`src/assert_macros.svh`:
```
// assertion helpers shared by the rtl files
`ifndef ASSERT_MACROS_SVH
`define ASSERT_MACROS_SVH

// property that must hold on every clock edge outside reset
`define MMAR_ASSERT(label, clk, rst, prop, msg) \
   label: assert property (@(posedge clk) disable iff (rst) prop) \
      else $error(msg);

// condition that must never be seen outside reset
`define MMAR_NEVER(label, clk, rst, cond, msg) \
   label: assert property (@(posedge clk) disable iff (rst) !(cond)) \
      else $error(msg);

`endif

```
`src/mmar_pkg.sv`:
```
package mmar_pkg;

   // fixed field widths
   localparam int SUM_BITS           = 64;
   localparam int REPORT_BITS        = 32;
   localparam int COUNT_BITS_DEFAULT = 32;
   localparam int QUEUE_DEPTH        = 4;
   localparam int CSR_INDEX_BITS     = 2;
   localparam int CSR_DATA_BITS      = 64;

   // register indexes
   localparam logic [CSR_INDEX_BITS-1:0] CSR_OP_MODE     = 2'd0;
   localparam logic [CSR_INDEX_BITS-1:0] CSR_ELEM_WIDTH  = 2'd1;
   localparam logic [CSR_INDEX_BITS-1:0] CSR_FILL_ENABLE = 2'd2;
   localparam logic [CSR_INDEX_BITS-1:0] CSR_FILL_VALUE  = 2'd3;

   // reduction modes, modes two and three both average
   localparam logic [1:0] OP_MAX = 2'd0;
   localparam logic [1:0] OP_MIN = 2'd1;
   localparam logic [1:0] OP_AVG = 2'd2;

   typedef enum logic [1:0] {
      EW_INT8  = 2'd0,
      EW_INT16 = 2'd1,
      EW_INT32 = 2'd2,
      EW_INT64 = 2'd3
   } elem_width_type;

   typedef struct packed {
      logic [1:0]                  op_mode;
      elem_width_type              elem_width;
      logic                        fill_enable;
      logic signed [SUM_BITS-1:0]  marker_value;
   } cfg_type;

   typedef struct packed {
      logic signed [SUM_BITS-1:0] sample;
      logic                       chunk_last;
      logic                       restart;
   } req_payload_type;

   typedef struct packed {
      logic signed [SUM_BITS-1:0] result;
      logic                       result_valid;
      logic [REPORT_BITS-1:0]     included_count;
      logic                       sum_overflow;
   } rsp_payload_type;

   // classified beat handed from the front to the back
   typedef struct packed {
      logic signed [SUM_BITS-1:0] sample;
      logic                       candidate;
      logic                       chunk_last;
      logic                       restart;
   } queue_entry_type;

   typedef enum logic {
      BACK_RUN = 1'b0,
      BACK_DIV = 1'b1
   } back_state_type;

   // sign extend the low bits selected by the sample width
   function automatic logic signed [SUM_BITS-1:0] narrow_value(
      input logic [SUM_BITS-1:0] v,
      input elem_width_type      ew
   );
      logic signed [SUM_BITS-1:0] r;
      case (ew)
         EW_INT8:  r = {{(SUM_BITS-8){v[7]}}, v[7:0]};
         EW_INT16: r = {{(SUM_BITS-16){v[15]}}, v[15:0]};
         EW_INT32: r = {{(SUM_BITS-32){v[31]}}, v[31:0]};
         default:  r = v;
      endcase
      return r;
   endfunction

endpackage

```
`src/masked_min_max_avg_reduce_top.sv`:
```
// Masked min / max / average reduction over a stream of signed samples.
// Input beats (req_) carry one sample with chunk_last and restart flags; a
// beat is taken when req_valid is high and req_stall is low. A beat with
// chunk_last set produces one result beat (rsp_) holding the running max,
// min or truncated average since the last restart, a valid flag, the
// included count and the sum saturation flag. Other beats give no result.
// The csr_ port writes op_mode, elem_width, fill_enable and marker_value; write
// only while no beat is in flight.
// A max or min result passes through the queue entry and then the result
// register; an average also waits on a 64-step shift-subtract divider that
// runs one quotient bit per cycle. Throughput is one beat per cycle, but a
// chunk end waits while the result register is held by rsp_stall, and an
// averaging chunk end holds the back end through the divide and its pickup.
// A four-entry queue separates classification from the reduction, so input
// keeps flowing while the result register waits on rsp_stall; once the queue
// fills, req_stall rises. Reset (synchronous) empties the queue, clears the
// reduction and restores the register defaults.
module masked_min_max_avg_reduce_top
   import mmar_pkg::*;
#(
   parameter int COUNT_BITS = COUNT_BITS_DEFAULT
) (
   input  logic                      clock,
   input  logic                      reset,
   input  logic                      req_valid,
   output logic                      req_stall,
   input  req_payload_type           req_payload,
   output logic                      rsp_valid,
   input  logic                      rsp_stall,
   output rsp_payload_type           rsp_payload,
   input  logic                      csr_write_enable,
   input  logic [CSR_INDEX_BITS-1:0] csr_index,
   input  logic [CSR_DATA_BITS-1:0]  csr_write_data
);

   cfg_type                    cfg_ff, cfg_in;
   logic                       queue_full;
   logic                       push;
   queue_entry_type            push_entry;
   logic                       pop;
   logic                       head_valid;
   queue_entry_type            head_entry;
   logic                       div_start;
   logic                       div_negate;
   logic [SUM_BITS-1:0]        div_magnitude;
   logic [COUNT_BITS-1:0]      div_divisor;
   logic                       div_done;
   logic signed [SUM_BITS-1:0] div_quotient;

   // configuration registers
   always_comb begin
      cfg_in = cfg_ff;
      if (csr_write_enable) begin
         case (csr_index)
            CSR_OP_MODE:     cfg_in.op_mode      = csr_write_data[1:0];
            CSR_ELEM_WIDTH:  cfg_in.elem_width   = elem_width_type'(csr_write_data[1:0]);
            CSR_FILL_ENABLE: cfg_in.fill_enable  = csr_write_data[0];
            CSR_FILL_VALUE:  cfg_in.marker_value = csr_write_data;
            default:         cfg_in = cfg_ff;
         endcase
      end
   end

   always_ff @(posedge clock) begin
      if (reset) begin
         cfg_ff.op_mode      <= OP_MAX;
         cfg_ff.elem_width   <= EW_INT32;
         cfg_ff.fill_enable  <= 1'b0;
         cfg_ff.marker_value <= '0;
      end else begin
         cfg_ff <= cfg_in;
      end
   end

   mmar_front u_front (
      .req_valid  (req_valid),
      .req_stall  (req_stall),
      .req_payload(req_payload),
      .cfg        (cfg_ff),
      .queue_full (queue_full),
      .push       (push),
      .push_entry (push_entry)
   );

   mmar_fifo u_fifo (
      .clock     (clock),
      .reset     (reset),
      .push      (push),
      .push_entry(push_entry),
      .full      (queue_full),
      .pop       (pop),
      .head_valid(head_valid),
      .head_entry(head_entry)
   );

   mmar_back #(
      .COUNT_BITS(COUNT_BITS)
   ) u_back (
      .clock        (clock),
      .reset        (reset),
      .cfg          (cfg_ff),
      .head_valid   (head_valid),
      .head_entry   (head_entry),
      .pop          (pop),
      .rsp_valid    (rsp_valid),
      .rsp_stall    (rsp_stall),
      .rsp_payload  (rsp_payload),
      .div_start    (div_start),
      .div_negate   (div_negate),
      .div_magnitude(div_magnitude),
      .div_divisor  (div_divisor),
      .div_done     (div_done),
      .div_quotient (div_quotient)
   );

   mmar_div #(
      .COUNT_BITS(COUNT_BITS)
   ) u_div (
      .clock    (clock),
      .reset    (reset),
      .start    (div_start),
      .negate   (div_negate),
      .magnitude(div_magnitude),
      .divisor  (div_divisor),
      .done     (div_done),
      .quotient (div_quotient)
   );

endmodule

```
`src/mmar_front.sv`:
```
module mmar_front
   import mmar_pkg::*;
(
   input  logic            req_valid,
   output logic            req_stall,
   input  req_payload_type req_payload,
   input  cfg_type         cfg,
   input  logic            queue_full,
   output logic            push,
   output queue_entry_type push_entry
);

   logic signed [SUM_BITS-1:0] sample_n;
   logic signed [SUM_BITS-1:0] fill_n;

   // narrow sample and marker at the current width
   always_comb begin
      sample_n = narrow_value(req_payload.sample, cfg.elem_width);
      fill_n   = narrow_value(cfg.marker_value, cfg.elem_width);
   end

   // classify and push into the queue
   always_comb begin
      req_stall             = queue_full;
      push                  = req_valid && !queue_full;
      push_entry.sample     = sample_n;
      push_entry.candidate  = !(cfg.fill_enable && (sample_n == fill_n));
      push_entry.chunk_last = req_payload.chunk_last;
      push_entry.restart    = req_payload.restart;
   end

endmodule

```
`src/mmar_fifo.sv`:
```
module mmar_fifo
   import mmar_pkg::*;
(
   input  logic            clock,
   input  logic            reset,
   input  logic            push,
   input  queue_entry_type push_entry,
   output logic            full,
   input  logic            pop,
   output logic            head_valid,
   output queue_entry_type head_entry
);

`include "assert_macros.svh"

   localparam int PTR_BITS  = $clog2(QUEUE_DEPTH);
   localparam int FILL_BITS = $clog2(QUEUE_DEPTH + 1);

   queue_entry_type       entry_ff [QUEUE_DEPTH];
   logic [PTR_BITS-1:0]   wr_ptr_ff, wr_ptr_in;
   logic [PTR_BITS-1:0]   rd_ptr_ff, rd_ptr_in;
   logic [FILL_BITS-1:0]  fill_ff, fill_in;

   // pointer and fill bookkeeping
   always_comb begin
      wr_ptr_in = wr_ptr_ff;
      rd_ptr_in = rd_ptr_ff;
      fill_in   = fill_ff;
      if (push) begin
         wr_ptr_in = (wr_ptr_ff == PTR_BITS'(QUEUE_DEPTH - 1)) ? '0 : wr_ptr_ff + 1'b1;
      end
      if (pop) begin
         rd_ptr_in = (rd_ptr_ff == PTR_BITS'(QUEUE_DEPTH - 1)) ? '0 : rd_ptr_ff + 1'b1;
      end
      if (push && !pop) begin
         fill_in = fill_ff + 1'b1;
      end else if (pop && !push) begin
         fill_in = fill_ff - 1'b1;
      end
   end

   always_ff @(posedge clock) begin
      if (reset) begin
         wr_ptr_ff <= '0;
         rd_ptr_ff <= '0;
         fill_ff   <= '0;
      end else begin
         wr_ptr_ff <= wr_ptr_in;
         rd_ptr_ff <= rd_ptr_in;
         fill_ff   <= fill_in;
      end
   end

   // entry storage
   always_ff @(posedge clock) begin
      if (push) begin
         entry_ff[wr_ptr_ff] <= push_entry;
      end
   end

   assign full       = (fill_ff == FILL_BITS'(QUEUE_DEPTH));
   assign head_valid = (fill_ff != '0);
   assign head_entry = entry_ff[rd_ptr_ff];

   `MMAR_NEVER(a_pop_empty, clock, reset, pop && (fill_ff == '0), "pop from empty queue")

endmodule

```
`src/mmar_div.sv`:
```
module mmar_div
   import mmar_pkg::*;
#(
   parameter int COUNT_BITS = COUNT_BITS_DEFAULT
) (
   input  logic                       clock,
   input  logic                       reset,
   input  logic                       start,
   input  logic                       negate,
   input  logic [SUM_BITS-1:0]        magnitude,
   input  logic [COUNT_BITS-1:0]      divisor,
   output logic                       done,
   output logic signed [SUM_BITS-1:0] quotient
);

   localparam int STEP_BITS = $clog2(SUM_BITS);

   logic                  busy_ff, busy_in;
   logic                  done_ff, done_in;
   logic [STEP_BITS-1:0]  step_ff, step_in;
   logic [COUNT_BITS-1:0] rem_ff, rem_in;
   logic [SUM_BITS-1:0]   quo_ff, quo_in;
   logic [COUNT_BITS-1:0] divisor_ff, divisor_in;
   logic                  negate_ff, negate_in;
   logic [COUNT_BITS:0]   rem_shift;
   logic [COUNT_BITS:0]   rem_diff;
   logic                  fits;

   // one restoring step per cycle, quotient bits shift in from the right
   always_comb begin
      rem_shift  = {rem_ff, quo_ff[SUM_BITS-1]};
      rem_diff   = rem_shift - {1'b0, divisor_ff};
      fits       = (rem_shift >= {1'b0, divisor_ff});
      busy_in    = busy_ff;
      done_in    = 1'b0;
      step_in    = step_ff;
      rem_in     = rem_ff;
      quo_in     = quo_ff;
      divisor_in = divisor_ff;
      negate_in  = negate_ff;
      if (start) begin
         busy_in    = 1'b1;
         step_in    = '0;
         rem_in     = '0;
         quo_in     = magnitude;
         divisor_in = divisor;
         negate_in  = negate;
      end else if (busy_ff) begin
         rem_in  = fits ? rem_diff[COUNT_BITS-1:0] : rem_shift[COUNT_BITS-1:0];
         quo_in  = {quo_ff[SUM_BITS-2:0], fits};
         step_in = step_ff + 1'b1;
         if (step_ff == STEP_BITS'(SUM_BITS - 1)) begin
            busy_in = 1'b0;
            done_in = 1'b1;
         end
      end
   end

   always_ff @(posedge clock) begin
      if (reset) begin
         busy_ff <= 1'b0;
         done_ff <= 1'b0;
      end else begin
         busy_ff <= busy_in;
         done_ff <= done_in;
      end
   end

   always_ff @(posedge clock) begin
      step_ff    <= step_in;
      rem_ff     <= rem_in;
      quo_ff     <= quo_in;
      divisor_ff <= divisor_in;
      negate_ff  <= negate_in;
   end

   assign done     = done_ff;
   assign quotient = negate_ff ? -quo_ff : quo_ff;

endmodule

```
`src/mmar_back.sv`:
```
module mmar_back
   import mmar_pkg::*;
#(
   parameter int COUNT_BITS = COUNT_BITS_DEFAULT
) (
   input  logic                       clock,
   input  logic                       reset,
   input  cfg_type                    cfg,
   input  logic                       head_valid,
   input  queue_entry_type            head_entry,
   output logic                       pop,
   output logic                       rsp_valid,
   input  logic                       rsp_stall,
   output rsp_payload_type            rsp_payload,
   output logic                       div_start,
   output logic                       div_negate,
   output logic [SUM_BITS-1:0]        div_magnitude,
   output logic [COUNT_BITS-1:0]      div_divisor,
   input  logic                       div_done,
   input  logic signed [SUM_BITS-1:0] div_quotient
);

`include "assert_macros.svh"

   localparam int WIDE_BITS = (COUNT_BITS > REPORT_BITS) ? COUNT_BITS : REPORT_BITS;
   localparam logic signed [SUM_BITS-1:0] SUM_MAX = {1'b0, {(SUM_BITS-1){1'b1}}};
   localparam logic signed [SUM_BITS-1:0] SUM_MIN = {1'b1, {(SUM_BITS-1){1'b0}}};

   back_state_type             state_ff, state_in;
   logic signed [SUM_BITS-1:0] best_ff, best_in;
   logic                       seen_ff, seen_in;
   logic signed [SUM_BITS-1:0] sum_ff, sum_in;
   logic [COUNT_BITS-1:0]      total_ff, total_in;
   logic                       ovf_ff, ovf_in;
   logic                       rsp_valid_ff, rsp_valid_in;
   rsp_payload_type            rsp_payload_ff, rsp_payload_in;

   logic signed [SUM_BITS-1:0] eff_best, eff_sum, new_best, new_sum;
   logic                       eff_seen, eff_ovf, new_seen, new_ovf;
   logic [COUNT_BITS-1:0]      eff_total, new_total, report_total;
   logic [WIDE_BITS-1:0]       total_wide;
   logic [REPORT_BITS-1:0]     count_report;
   logic signed [SUM_BITS:0]   sum_wide;
   logic signed [SUM_BITS-1:0] s;
   logic                       include_it;
   logic                       avg_mode;
   logic                       out_free;
   logic                       load_out;

   // state after an optional restart, then after this sample
   always_comb begin
      s         = head_entry.sample;
      avg_mode  = cfg.op_mode[1];
      eff_best  = head_entry.restart ? '0 : best_ff;
      eff_seen  = head_entry.restart ? 1'b0 : seen_ff;
      eff_sum   = head_entry.restart ? '0 : sum_ff;
      eff_total = head_entry.restart ? '0 : total_ff;
      eff_ovf   = head_entry.restart ? 1'b0 : ovf_ff;

      include_it = head_entry.candidate && (eff_total != '1);
      sum_wide   = {eff_sum[SUM_BITS-1], eff_sum} + {s[SUM_BITS-1], s};

      new_best  = eff_best;
      new_seen  = eff_seen;
      new_sum   = eff_sum;
      new_total = eff_total;
      new_ovf   = eff_ovf;
      if (include_it) begin
         if (!eff_seen) begin
            new_best = s;
         end else if ((cfg.op_mode == OP_MAX) && (s > eff_best)) begin
            new_best = s;
         end else if ((cfg.op_mode == OP_MIN) && (s < eff_best)) begin
            new_best = s;
         end
         new_seen  = 1'b1;
         new_total = eff_total + 1'b1;
         if (sum_wide[SUM_BITS] != sum_wide[SUM_BITS-1]) begin
            new_sum = sum_wide[SUM_BITS] ? SUM_MIN : SUM_MAX;
            new_ovf = 1'b1;
         end else begin
            new_sum = sum_wide[SUM_BITS-1:0];
         end
      end
   end

   // included count clamped to the report width
   always_comb begin
      report_total = (state_ff == BACK_DIV) ? total_ff : new_total;
      total_wide   = WIDE_BITS'(report_total);
      count_report = (total_wide > WIDE_BITS'({REPORT_BITS{1'b1}})) ?
                     '1 : total_wide[REPORT_BITS-1:0];
   end

   // sequencer: take beats, start the divide at an averaging chunk end
   always_comb begin
      out_free       = !rsp_valid_ff || !rsp_stall;
      state_in       = state_ff;
      pop            = 1'b0;
      div_start      = 1'b0;
      load_out       = 1'b0;
      rsp_payload_in = rsp_payload_ff;
      case (state_ff)
         BACK_RUN: begin
            pop = head_valid && (!head_entry.chunk_last || out_free);
            if (pop && head_entry.chunk_last) begin
               if (avg_mode && new_seen) begin
                  div_start = 1'b1;
                  state_in  = BACK_DIV;
               end else begin
                  load_out                      = 1'b1;
                  rsp_payload_in.result         = new_seen ?
                                                  narrow_value(new_best, cfg.elem_width) : '0;
                  rsp_payload_in.result_valid   = new_seen;
                  rsp_payload_in.included_count = count_report;
                  rsp_payload_in.sum_overflow   = new_ovf;
               end
            end
         end
         BACK_DIV: begin
            if (div_done) begin
               load_out                      = 1'b1;
               rsp_payload_in.result         = narrow_value(div_quotient, cfg.elem_width);
               rsp_payload_in.result_valid   = 1'b1;
               rsp_payload_in.included_count = count_report;
               rsp_payload_in.sum_overflow   = ovf_ff;
               state_in                      = BACK_RUN;
            end
         end
         default: begin
            state_in = BACK_RUN;
         end
      endcase
   end

   assign div_negate    = new_sum[SUM_BITS-1];
   assign div_magnitude = new_sum[SUM_BITS-1] ? -new_sum : new_sum;
   assign div_divisor   = new_total;

   // reduction state
   always_comb begin
      best_in  = pop ? new_best : best_ff;
      seen_in  = pop ? new_seen : seen_ff;
      sum_in   = pop ? new_sum : sum_ff;
      total_in = pop ? new_total : total_ff;
      ovf_in   = pop ? new_ovf : ovf_ff;
   end

   // result register
   always_comb begin
      if (load_out) begin
         rsp_valid_in = 1'b1;
      end else if (!rsp_stall) begin
         rsp_valid_in = 1'b0;
      end else begin
         rsp_valid_in = rsp_valid_ff;
      end
   end

   always_ff @(posedge clock) begin
      if (reset) begin
         state_ff     <= BACK_RUN;
         best_ff      <= '0;
         seen_ff      <= 1'b0;
         sum_ff       <= '0;
         total_ff     <= '0;
         ovf_ff       <= 1'b0;
         rsp_valid_ff <= 1'b0;
      end else begin
         state_ff     <= state_in;
         best_ff      <= best_in;
         seen_ff      <= seen_in;
         sum_ff       <= sum_in;
         total_ff     <= total_in;
         ovf_ff       <= ovf_in;
         rsp_valid_ff <= rsp_valid_in;
      end
   end

   always_ff @(posedge clock) begin
      rsp_payload_ff <= rsp_payload_in;
   end

   assign rsp_valid   = rsp_valid_ff;
   assign rsp_payload = rsp_payload_ff;

   `MMAR_ASSERT(a_hold_in_div, clock, reset, (state_ff == BACK_DIV) |-> !pop, "beat taken during divide")
   `MMAR_ASSERT(a_div_done_slot, clock, reset, div_done |-> ((state_ff == BACK_DIV) && !rsp_valid_ff), "divide finished with result slot busy")
   `MMAR_ASSERT(a_ovf_sticky, clock, reset, (ovf_ff && !(pop && head_entry.restart)) |=> ovf_ff, "overflow flag dropped without restart")

endmodule
```
`config.mk`:
```
export PLATFORM = sky130hd
export DESIGN_NAME = masked_min_max_avg_reduce_top
export DESIGN_NICKNAME = d
export VERILOG_FILES = /design/src/mmar_pkg.sv /design/src/masked_min_max_avg_reduce_top.sv /design/src/mmar_front.sv /design/src/mmar_fifo.sv /design/src/mmar_div.sv /design/src/mmar_back.sv
export VERILOG_INCLUDE_DIRS = /design/src /design/src/src
export SDC_FILE = /design/constraint.sdc
export NUM_CORES = 2
export LEC_CHECK = 0
export BUFFER_PORTS_ARGS = -buffer_cell sky130_fd_sc_hd__buf_2
export CAP_MARGIN = 30
export CORE_MARGIN = 8
export CORE_UTILIZATION = 45
export DETAILED_ROUTE_END_ITERATION = 12
export SYNTH_ARGS = -nofsm -noshare
export SYNTH_HDL_FRONTEND = slang
export SYNTH_SLANG_ARGS = --single-unit
```
`constraint.sdc`:
```
create_clock -name clock -period 8.37 [get_ports clock]
set_clock_uncertainty 0.15 [all_clocks]
set_input_delay 0.837 -clock clock [delete_from_list [all_inputs] [get_ports clock]]
set_output_delay 0.837 -clock clock [all_outputs]
set_load 0.01 [all_outputs]
```
# After elaboration in Yosys (flattened, before gate mapping)
# Memory sizes are Yosys's and may differ from the RTL's. A register that Yosys moved wholly into a read port is not among the register bits.
# Cells that the tools add are included.
[classes]
add_sub_neg = 10
n_lt_le_gt_ge = 4
eq_ne = 17
mux = 56
bitwise = 2
n_reduce_logical = 31
[ops]
columns = ["cell", "n"]
rows = [
  ["64-bit two-way mux", 14],
  ["64-bit one-hot mux with 3 select lines", 4],
  ["98-bit two-way mux", 3],
  ["98-bit one-hot mux with 2 select lines", 1],
  ["32-bit two-way mux", 5],
  ["64-bit negator", 2],
  ["64-bit by 64-bit adder with 65-bit output", 1],
  ["64-bit == test", 1],
  ["64-bit > comparator", 1],
  ["64-bit less-than comparator", 1],
  ["33-bit by 32-bit >= comparator with 1-bit output", 1],
  ["32-bit by 1-bit adder with 32-bit output, second input constant", 1],
  ["32-bit > comparator, second input constant", 1],
  ["32-bit inequality test, second input constant", 1],
  ["32-bit subtractor", 1],
  ["1-bit two-way mux", 21],
  ["2-bit == test, second input constant", 5],
  ["1-bit logical AND", 10],
  ["2-bit two-way mux", 4],
  ["2-bit AND reduction", 4],
  ["1-bit logical NOT", 7],
  ["6-bit by 1-bit adder with 6-bit output, second input constant", 1],
  ["2-bit by 1-bit == test with 1-bit output, second input constant", 3],
  ["6-bit == test, second input constant", 1],
  ["16 further kinds", 26],
]
[totals]
regBits = 475
ram_bits = 268
in_bits = 137
out_inout_bits = 100
word_cells = 146
n_memories = 1
[mem_list]
columns = ["name", "words", "word_bits", "read_ports", "rd_ports_with_merged_regs", "write_ports", "line", "source"]
rows = [
  ["u_fifo.entry_ff", 4, 67, 1, 1, 1, "mmar_fifo.sv:19", "queue_entry_type entry_ff [QUEUE_DEPTH];"],
]

# Logic depth before layout (Yosys ltp)
[logic_depth]
ltp_word = 12
depth_mapped = 28
ltp_nobuf = 23

# By module
# Synthesis repeated with hierarchy kept, for this count alone.
[unflattened]
cells_unflattened = 4528
area_unflattened_um2 = 44761.7
[by_module_without_submodules]
columns = ["mod", "instances", "cells_each", "area_per_inst_um2", "seq_area_each_um2"]
rows = [
  ["mmar_back", 1, 2662, 20788.7, 6226.0],
  ["mmar_fifo", 1, 394, 10143.5, 8227.9],
  ["mmar_div", 1, 862, 8772.2, 3713.6],
  ["masked_min_max_avg_reduce_top", 1, 297, 3144.3, 1381.3],
  ["mmar_front", 1, 313, 1913.1, 0.0],
]

# Worst setup path before layout
# No wires, ideal clock.
[synth_timing]
path_kind = "reg2reg"
from = "reg (tool-made name)"
to = "reg u_div.quo_ff[62] (data pin)"
setup_time_ns = 0.265
t_arrival_ns = 6.682
required_ns = 7.955
slack_ns = 1.273
stages_incl_launch_ff = 25
n_path_buf = 5
synth_period_minus_slack_ns = 7.097
cell_sequence = "dfxtp_1 buf_6 clkbuf_1 buf_1 mux4_2 ha_1 clkbuf_1 nand4_1 or3_1 a31o_2 o211ai_4 a21o_1 a31o_1 buf_6 a2111o_1 a21oi_2 a211oi_2 ha_1 nand2_1 a211oi_2 nand3_1 nor4b_4 nand4_2 o211a_1 or3_1"
[synth_rtl]
columns = ["item", "line", "source"]
rows = [
  ["to (signal assigned)", "mmar_div.sv:72", "quo_ff <= quo_in;"],
  ["to (decl)", "mmar_div.sv:22", "logic [SUM_BITS-1:0] quo_ff, quo_in;"],
]

==> results.ini <==
[global_routing]
antenna_found_initial=3
gr-usage-all-layers_pct=25.5
grt_max_degree=132
grt.overflow.total=0
grt_first_pass_wirelength_um=213000
first_global_vias=34600

[layout]
multi_input_area_um2=22200
num-nets-final=5012
ff_latch_area_um2=19600
layout-drive-gt1-share_pct=13.1
final_cell_count_no_fill=6040
area_delta_synth_final_pct=12.2
num-fill-cells=8823

[synth]
synth-seq-area-share_pct=45.2
syn_avg_cell_area_um2=9.44
ys_seq_elements=745
synthCells=4584
ys_warn_count=0
synthArstFlopShare_pct=0
synth-edff-count=463
ys_types=111
synthDominantCellAreaShare_pct=32.1
yosys-top-cells-area=edfxtp_1 32%, dfxtp_1 13%, nand2_1 5.8%
synth_nets=4892
synth_top_area_cell=edfxtp_1
synthFlopType=edfxtp_1
syn_area_um2=43300

[detailed_routing]
via_count=36200
firstDrtPassIters=6
antenna_left=0
wl_um=140000
drc_errors=0
viasPerCell=6.00
drt_iter0_drc=3729
post_drt_wl_per_cell_um=23.2

[clocking]
path_clk_slew_ps=60
ctsResizeCount=0
cts_made_buffers=85
cts.hold.buffers_added=0
cts_buffer_depth=3
cts_max_level=3
cts-root-buf=clkbuf_16
cts_sinks=745
clock_latency_ps=660
cts_tree=done
post-cts-setup-buffers=0

[critical_path]
crit_chain=mux4_4 -> buf_4 -> nor2b_1 -> ha_1 -> a21o_1 -> a41o_1 -> o41ai_1 -> o221ai_1 -> nor3b_1 -> a21boi_4 -> a211oi_4 -> a211oi_2 -> ha_1 -> nand2_1 -> a211oi_2 -> nand3_1 -> nor4b_4 -> buf_4 -> nand4_2 -> o211a_1 -> or3_1
r2r_cells=21
cp.required_ps=8610
worst-path-buf-inv=2
crit_slowest_cell=mux4_4
setup.worst_path.start_class=flip-flop
path_class=flip-flop to flip-flop
crit_path_max_fanout=51
path_delay_family=compound AO/OA/AOI/OAI gates
path_depth=21
worstPathArrival_ps=8060
critPathCaptureType=flip-flop
max_stage_delay_ps=980

[place]
gp_congestion=0.993
dp.cells=5882
place_ws_ps=761
io_buffers=236
hpwl_um=104000

[floorplanning]
coreArea_um2=95200
die_width_um=326
die_y_um=326
row_count=113
die_area_um2=106000
initial_utilization_pct=45.5
io_pins=237

[sta]
setup-violations-final=0
finalCriticalPeriod_ps=7820
slew_violations=0
slew_headroom_pct=30.7
finalCritPeriodShare_pct=93.4
tns_ps=0
final_hold_viol_count=0
setup_ws_ps=553
worstMarginPinSlew_ps=1040
rsz0062_at_grt=no
fmax_mhz=128

[power_and_ir_drop]
power_switching_share_pct=47.1
p_switching_w=0.0101
power.density_nw_per_um2=442
ir_drop_uv=222
power_frac_seq_pct=25.0
pwr-share-comb_pct=57.5
leakage_nw=18.3
pwr-share-clk_pct=17.5
p_int_w=0.0114

[job]
cap_viol_max_count=0

[run_status]
status=completed

[worst_hold_path]
hold_class=input pin to flip-flop
hold_depth=1

-- stage by stage --
step,power (W),hold slack (ps),instance area [µm²],util (%)
global route,0.0228,232,48600,51.1
global placement,0.0175,295,45700,48.0
detailed placement,0.0176,296,45800,48.1
floorplan,0.0136,276,43300,-
CTS,0.0214,199,48600,51.1
finish,0.0215,255,48600,51.1
-- placed cells by master, fill, tap and decap left out, types with 122 or more instances in the layout --
master / count
dfxtp_1: 277
ha_1: 169
inv_1: 122
xnor2_1: 135
o21ai_0: 260
nor2_1: 418
a21oi_1: 367
edfxtp_1: 463
nand2_1: 670
buf_2: 237
-- registers in the layout (all words and copies together) (netlist names), named ones only --
signal,cells
cfg_ff,69
u_back.sum_ff,64
u_div.negate_ff,1
u_fifo.rd_ptr_ff,2
u_fifo.wr_ptr_ff,2
u_back.state_ff,1
u_back.rsp_payload,98
u_div.busy_ff,1
u_back.best_ff,64
u_div.done,1
u_back.rsp_valid,1
u_div.quo_ff,64
u_div.rem_ff,32
u_back.ovf_ff,1
u_div.divisor_ff,32
u_fifo.fill_ff,3
u_div.step_ff,6
u_fifo.entry_ff,268
u_back.total_ff,32
u_back.seen_ff,1
-- Yosys cell counts (9+ instances only) --
cell       instances
a31oi_1           36
nor2_1           420
o21bai_1          22
mux2_2            16
a21oi_1          368
nor3_1            65
nand2b_1          13
a22oi_1           77
a211oi_1         105
nand4_1           70
nand2_1          671
o31ai_1           54
o221ai_1          15
nand3_1           76
edfxtp_1         463
o211ai_1          50
clkbuf_1         240
buf_1             35
o31a_1            12
or3_1             41
nor3b_1            9
mux4_2            66
a21o_1            77
dfxtp_1          282
nor4_1            17
a31o_2             9
mux2i_1           22
o21ai_0          261
o21a_1            32
ha_1             169
o211a_1           13
nor2b_1           76
a22o_1            35
inv_1            124
and3_1            17
a2111oi_0         10
and2_1            26
or2_2             11
xnor2_1          135
xor2_1           121
o21ai_1           12
or4_1             10
o22ai_1           20
-- per-layer routing --
layer | vias up | global-route usage, % | routed length, µm
met3 | 271 | 4.53 | 10300
met1 | 17400 | 34.8 | 61300
met5 | - | 0 | 0
met4 | 0 | 9.28 | 5440
li1 | 17100 | - | -
met2 | 1431 | 40.4 | 63200
-- worst register-to-register path: cells and delay by family, from the launching register on --
family | cells | cell delay, ps
flops | 1 | 390
compound gates | 9 | 3080
buf+inv | 2 | 670
mux | 1 | 980
simple gates | 7 | 1710
fa+ha+maj | 2 | 590
-- power by group through the flow --
| stage | Clock [W] | Combinational, W | Sequential [W] |
|---|---|---|---|
| floorplan | 0 | 0.00821 | 0.00540 |
| global placement | 0 | 0.0121 | 0.00544 |
| detailed placement | 0 | 0.0121 | 0.00544 |
| CTS | 0.00384 | 0.0122 | 0.00538 |
| global route | 0.00397 | 0.0134 | 0.00546 |
| finish | 0.00375 | 0.0123 | 0.00538 |
-- worst paths after layout --
kind                            slack (ps)                    end                   from
worst min register to register         300             cfg_ff[54]             cfg_ff[54]
worst min-delay path                   260  u_fifo.entry_ff[2][1]         req_payload[1]
worst max-delay path                   550       u_div.quo_ff[62]  u_fifo.entry_ff[0][0]
worst max register to register         550       u_div.quo_ff[62]  u_fifo.entry_ff[0][0]
-- cells by family (layout without fill, tap and decap cells) --
kind of cell	after synthesis	in the layout	share of synthesized area [%]
xor gates and xnor gates	256	256	5.18
other	0	1	0
muxes	104	104	4.36
buffers and inverters	414	604	3.69
AOI/OAI and AO/OA	1320	1320	20.1
adders and majority gates	172	172	5.00
DFF	745	745	45.2
and+or+nand+nor	1573	1573	16.5
-- cell type report --
cell class	count	share of cell area [%]
Antenna cell	1	0.00515
Sequential cell	745	40.3
Clock buffer	111	4.79
Tap cell	1265	3.26
Multi-Input combinational cell	3425	45.8
Timing Repair Buffer	321	3.92
Inverter	126	0.974
Clock inverter	46	0.986
Power figures use the tool's default switching activity.
